`src/gn2d_pkg.sv`:
```
`timescale 1ns / 1ps
// Shared constants and types of the two-dimensional gradient noise evaluator.
package gn2d_pkg;

  localparam int GRID_ROWS_DEF = 64;
  localparam int GRID_COLS_DEF = 64;

  // Register stages from the input transfer to the lattice store access.
  localparam int NORM_LAT = 19;
  // Register stages of the cell divider, counted from its input register.
  localparam int POS_LAT = 9;

  localparam int GRAD_W  = 15;
  localparam int ENTRY_W = 2 * GRAD_W;
  localparam int NOISE_W = 24;

  typedef enum logic [0:0] {
    OP_LOAD = 1'b0,
    OP_EVAL = 1'b1
  } opcode_t;

  typedef enum logic [1:0] {
    ST_OK         = 2'd0,
    ST_EVAL_RANGE = 2'd1,
    ST_LOAD_RANGE = 2'd2
  } status_t;

  typedef enum logic [0:0] {
    REG_CELL_SIZE = 1'b0,
    REG_GAIN      = 1'b1
  } cfg_reg_t;

endpackage

```
`src/gn2d_celldiv.sv`:
```
`timescale 1ns / 1ps
// Cell divider: lattice index and Q0.16 fraction of one pixel coordinate.
module gn2d_celldiv import gn2d_pkg::*; (
  input  logic        clk,
  input  logic        en,
  input  logic [7:0]  coord,
  input  logic [7:0]  divisor,
  output logic [7:0]  quot,
  output logic [15:0] frac
);

  localparam int STAGES = 8;
  localparam int PER    = 3;

  typedef struct packed {
    logic [7:0]  p;
    logic [7:0]  rem;
    logic [23:0] q;
  } cd_t;

  logic [7:0] p_in;
  cd_t        st      [STAGES];
  cd_t        st_next [STAGES];

  // The fraction is the same long division carried on for sixteen more bits.
  always_comb begin
    cd_t         d;
    logic [23:0] dividend;
    logic [8:0]  r2;
    for (int k = 0; k < STAGES; k++) begin
      d        = (k == 0) ? cd_t'{p: p_in, rem: 8'd0, q: 24'd0} : st[(k > 0) ? k - 1 : 0];
      dividend = {d.p, 16'd0};
      for (int i = 0; i < PER; i++) begin
        r2 = {d.rem, dividend[23 - (PER * k + i)]};
        if (r2 >= {1'b0, divisor}) begin
          d.rem = 8'(r2 - {1'b0, divisor});
          d.q   = {d.q[22:0], 1'b1};
        end else begin
          d.rem = r2[7:0];
          d.q   = {d.q[22:0], 1'b0};
        end
      end
      st_next[k] = d;
    end
  end

  always_ff @(posedge clk) begin
    if (en) begin
      p_in <= coord;
      for (int k = 0; k < STAGES; k++) begin
        st[k] <= st_next[k];
      end
    end
  end

  assign quot = st[STAGES-1].q[23:16];
  assign frac = st[STAGES-1].q[15:0];

endmodule

```
`config.mk`:
```
export PLATFORM = sky130hd
export DESIGN_NAME = gn2d_celldiv
export DESIGN_NICKNAME = d
export VERILOG_FILES = /design/src/gn2d_pkg.sv /design/src/gn2d_celldiv.sv
export SDC_FILE = /design/constraint.sdc
export NUM_CORES = 1
export LEC_CHECK = 0
export ABC_CLOCK_PERIOD_IN_PS = 11200
export BUFFER_PORTS_ARGS = -buffer_cell sky130_fd_sc_hd__clkbuf_2
export CELL_PAD_IN_SITES_DETAIL_PLACEMENT = 1
export CELL_PAD_IN_SITES_GLOBAL_PLACEMENT = 1
export CORE_UTILIZATION = 50
export CTS_CLUSTER_DIAMETER = 120
export CTS_CLUSTER_SIZE = 25
export DETAILED_ROUTE_END_ITERATION = 7
export GPL_ROUTABILITY_DRIVEN = 1
export HOLD_SLACK_MARGIN = 0.05
export PLACE_DENSITY_LB_ADDON = 0.1
export SLEW_MARGIN = 20
export SYNTH_ARGS = -nofsm -noshare
export SYNTH_HDL_FRONTEND = slang
export SYNTH_SLANG_ARGS = --single-unit
```
`constraint.sdc`:
```
create_clock -name clk -period 11.2 [get_ports clk]
set_clock_uncertainty 0.05 [all_clocks]
set_input_delay 0.56 -clock clk [delete_from_list [all_inputs] [get_ports clk]]
set_output_delay 0.56 -clock clk [all_outputs]
set_load 0.05 [all_outputs]
```
==> reports/metrics.yaml <==
synth-async-reset-ratio_pct: 0
cp_data_required_time_ps: 11350
cts_buffers: 17
grt_pass1_wl_mm: 58.0
synth_most_common_cell: "edfxtp_1"
area_growth_pct: 8.17
drt-pass1-iter-count: 5
fin_nets: 1612
drv_cap: 0
cp_slowest_stage_delay_ps: 670
timing.final.crit_share_pct: 68.0
cts_tree: "yes"
remaining_drc_errors: 0
gp_congestion: 0.846
holdCritStartpoint: "coord[3]"
synthCells: 1366
status: "completed"
yosys_warnings: 0
path_max_fanout: 27
crit_type: "input pin to flip-flop"
layout_min_cycle_time_ps: 7610
ctsResizeCount: 0
ant_nets: 0
viasPerCell: 5.93
ys_seq_elements: 179
setup_viol: 0
clockBufferDepth: 2
antenna_cells: 0
cts_sinks: 179
arrival_ps: 7770
netlist_area_sq_mm: 0.0147
min-delay-path-class: "input pin to flip-flop"
htree_levels: 4
fin_ws_ps: 3590
post-cts-setup-buffer-count: 0
yosysTopAreaCell: "edfxtp_1"
postCtsHoldBufs: 0
clk_pin_slew_ps: 70
dp_hpwl_mm: 25.1
die_y_um: 173
vias: 10700
start_util_pct: 50.9
crit_chain: "clkbuf_2 > inv_2 > ha_1 > nor2b_1 > o31ai_1 > a21o_1 > o2bb2ai_1 > mux2i_1 > inv_1 > ha_1 > nand2_1 > o31ai_1 > a2111oi_0 > a211oi_1 > a21oi_2 > mux2i_1 > ha_1 > nor2b_1 > o31a_1 > o31a_1 > nor3_1 > o21ai_0 > a221o_1 > mux2_1"
maxSlewViolCount: 0
drive_above_1_share_pct: 17.4
drtIter0Drc: 489
tightest_slew_ps: 836
drt_wl_total_mm: 35.2
holdWs_ps: 231
syn-num-nets: 1573
dieArea_sq_mm: 0.0300
r2r-start: "st[0][104]"
grt_pass1_vias: 11300
io_pins: 42
crit_top_cell: "ha_1"
synthFlopType: "edfxtp_1"
pre_cts_ws_ps: 3100
start_kind: "input pin"
die_w_um: 173
ys_types: 76
critPathTopFamily: "compound AO/OA/AOI/OAI gates"
grt_max_degree: 78
synth_common_cells: "edfxtp_1 (179), ha_1 (176), mux2_2 (123), nor2_1 (110), a21oi_1 (76)"
fin_util_pct: 55.1
clkLatencyLatePin_ps: 450
synth-edff-count: 179
slew_headroom_pct: 44.3
ys_seq_area_share_pct: 36.7
critPathSlowestCell: "inv_2"
routedWlPerCell_um: 19.5
root_buffer: "clkbuf_16"
fmax_mhz: 131
tns_ps: 0
antenna_found_initial: 0
yosys-top-cells-area: "edfxtp_1 (37%), ha_1 (15%), mux2_2 (9.5%)"
rsz0062_at_grt: "no"
overflow: 0
netlist.area_leader.share_pct: 36.7
finalHoldViolations: 0
coreArea_sq_mm: 0.0288
end_kind: "flip-flop"
io_buffers: 41
row_count: 62
track_usage_pct: 24.3
worstPathBufferInverterCount: 3
startpoint: "divisor[1]"
postSynthAreaPerCell_sq_um: 10.7
==> placed cells by master (no fill, tap or decap), types with 37 or more instances in the layout <==
cell / n
ha_1: 176
xnor2_1: 62
mux2_2: 123
o21a_1: 39
nand2_1: 44
nor3_1: 37
o21ai_0: 74
inv_1: 74
a21oi_1: 76
edfxtp_1: 179
nor2_1: 109
clkbuf_2: 40
==> logic make-up after synthesis <==
family,count (synthesis),share of synthesized area (%)
AO/OA/AOI/OAI,334,15.9
AND/OR/NAND/NOR,318,10.9
adder cells (fa/ha/maj),189,16.8
flip-flops,179,36.7
multiplexers,140,10.7
buffers and inverters,113,3.58
XOR/XNOR,93,5.56
==> metrics by stage <==
stage	instance area [sq um]	instances
global route	15900	1802
CTS	15900	1802
finish	15900	1802
floorplan	14700	1366
global placement	15200	1770
detailed placement	15200	1770
==> worst paths after layout <==
| check | end | slack (ps) | cells after the start |
|---|---|---|---|
| worst min-delay path | p_in[3] | 230 | 1 |
| worst max register to register | st[0][147] | 4340 | 22 |
| worst max-delay path | st[0][107] | 3590 | 24 |
| worst min register to register | st[0][45] | 370 | 0 |
==> worst reg2reg max path: cells and delay by family, from the launching register on <==
family / cells / cell delay, ps
flip-flops: 1 / 460
multiplexers: 3 / 1130
AND/OR/NAND/NOR: 4 / 960
AO/OA/AOI/OAI: 11 / 2920
adder cells (fa/ha/maj): 3 / 990
buffers and inverters: 1 / 110
==> flip-flops by register name, indices dropped and copies added, names as in the netlist <==
signal	cells
st	171
p_in	8
==> area by class of cell <==
cell class                      count  area, sq um
Multi-Input combinational cell   1074         8760
Clock inverter                     14          198
Clock buffer                       18          429
Inverter                           78          293
Fill cell                        3138        12900
Tap cell                          384          480
Sequential cell                   179         5380
Timing Repair Buffer               55          319
==> per-layer routing <==
layer | track usage, % | vias up | part of all wire (%) | wire length (um)
met5 | 0 | - | 0 | 0
met4 | 6.82 | 0 | 1.5 | 527
met3 | 3.55 | 38 | 2.5 | 890
met2 | 42.4 | 133 | 49 | 17300
met1 | 31.3 | 5278 | 47 | 16400
li1 | - | 5229 | - | -
Power is left out: the tool's default activity adds up to more than one toggle a clock period on the data nets, which glitch-free logic cannot reach.
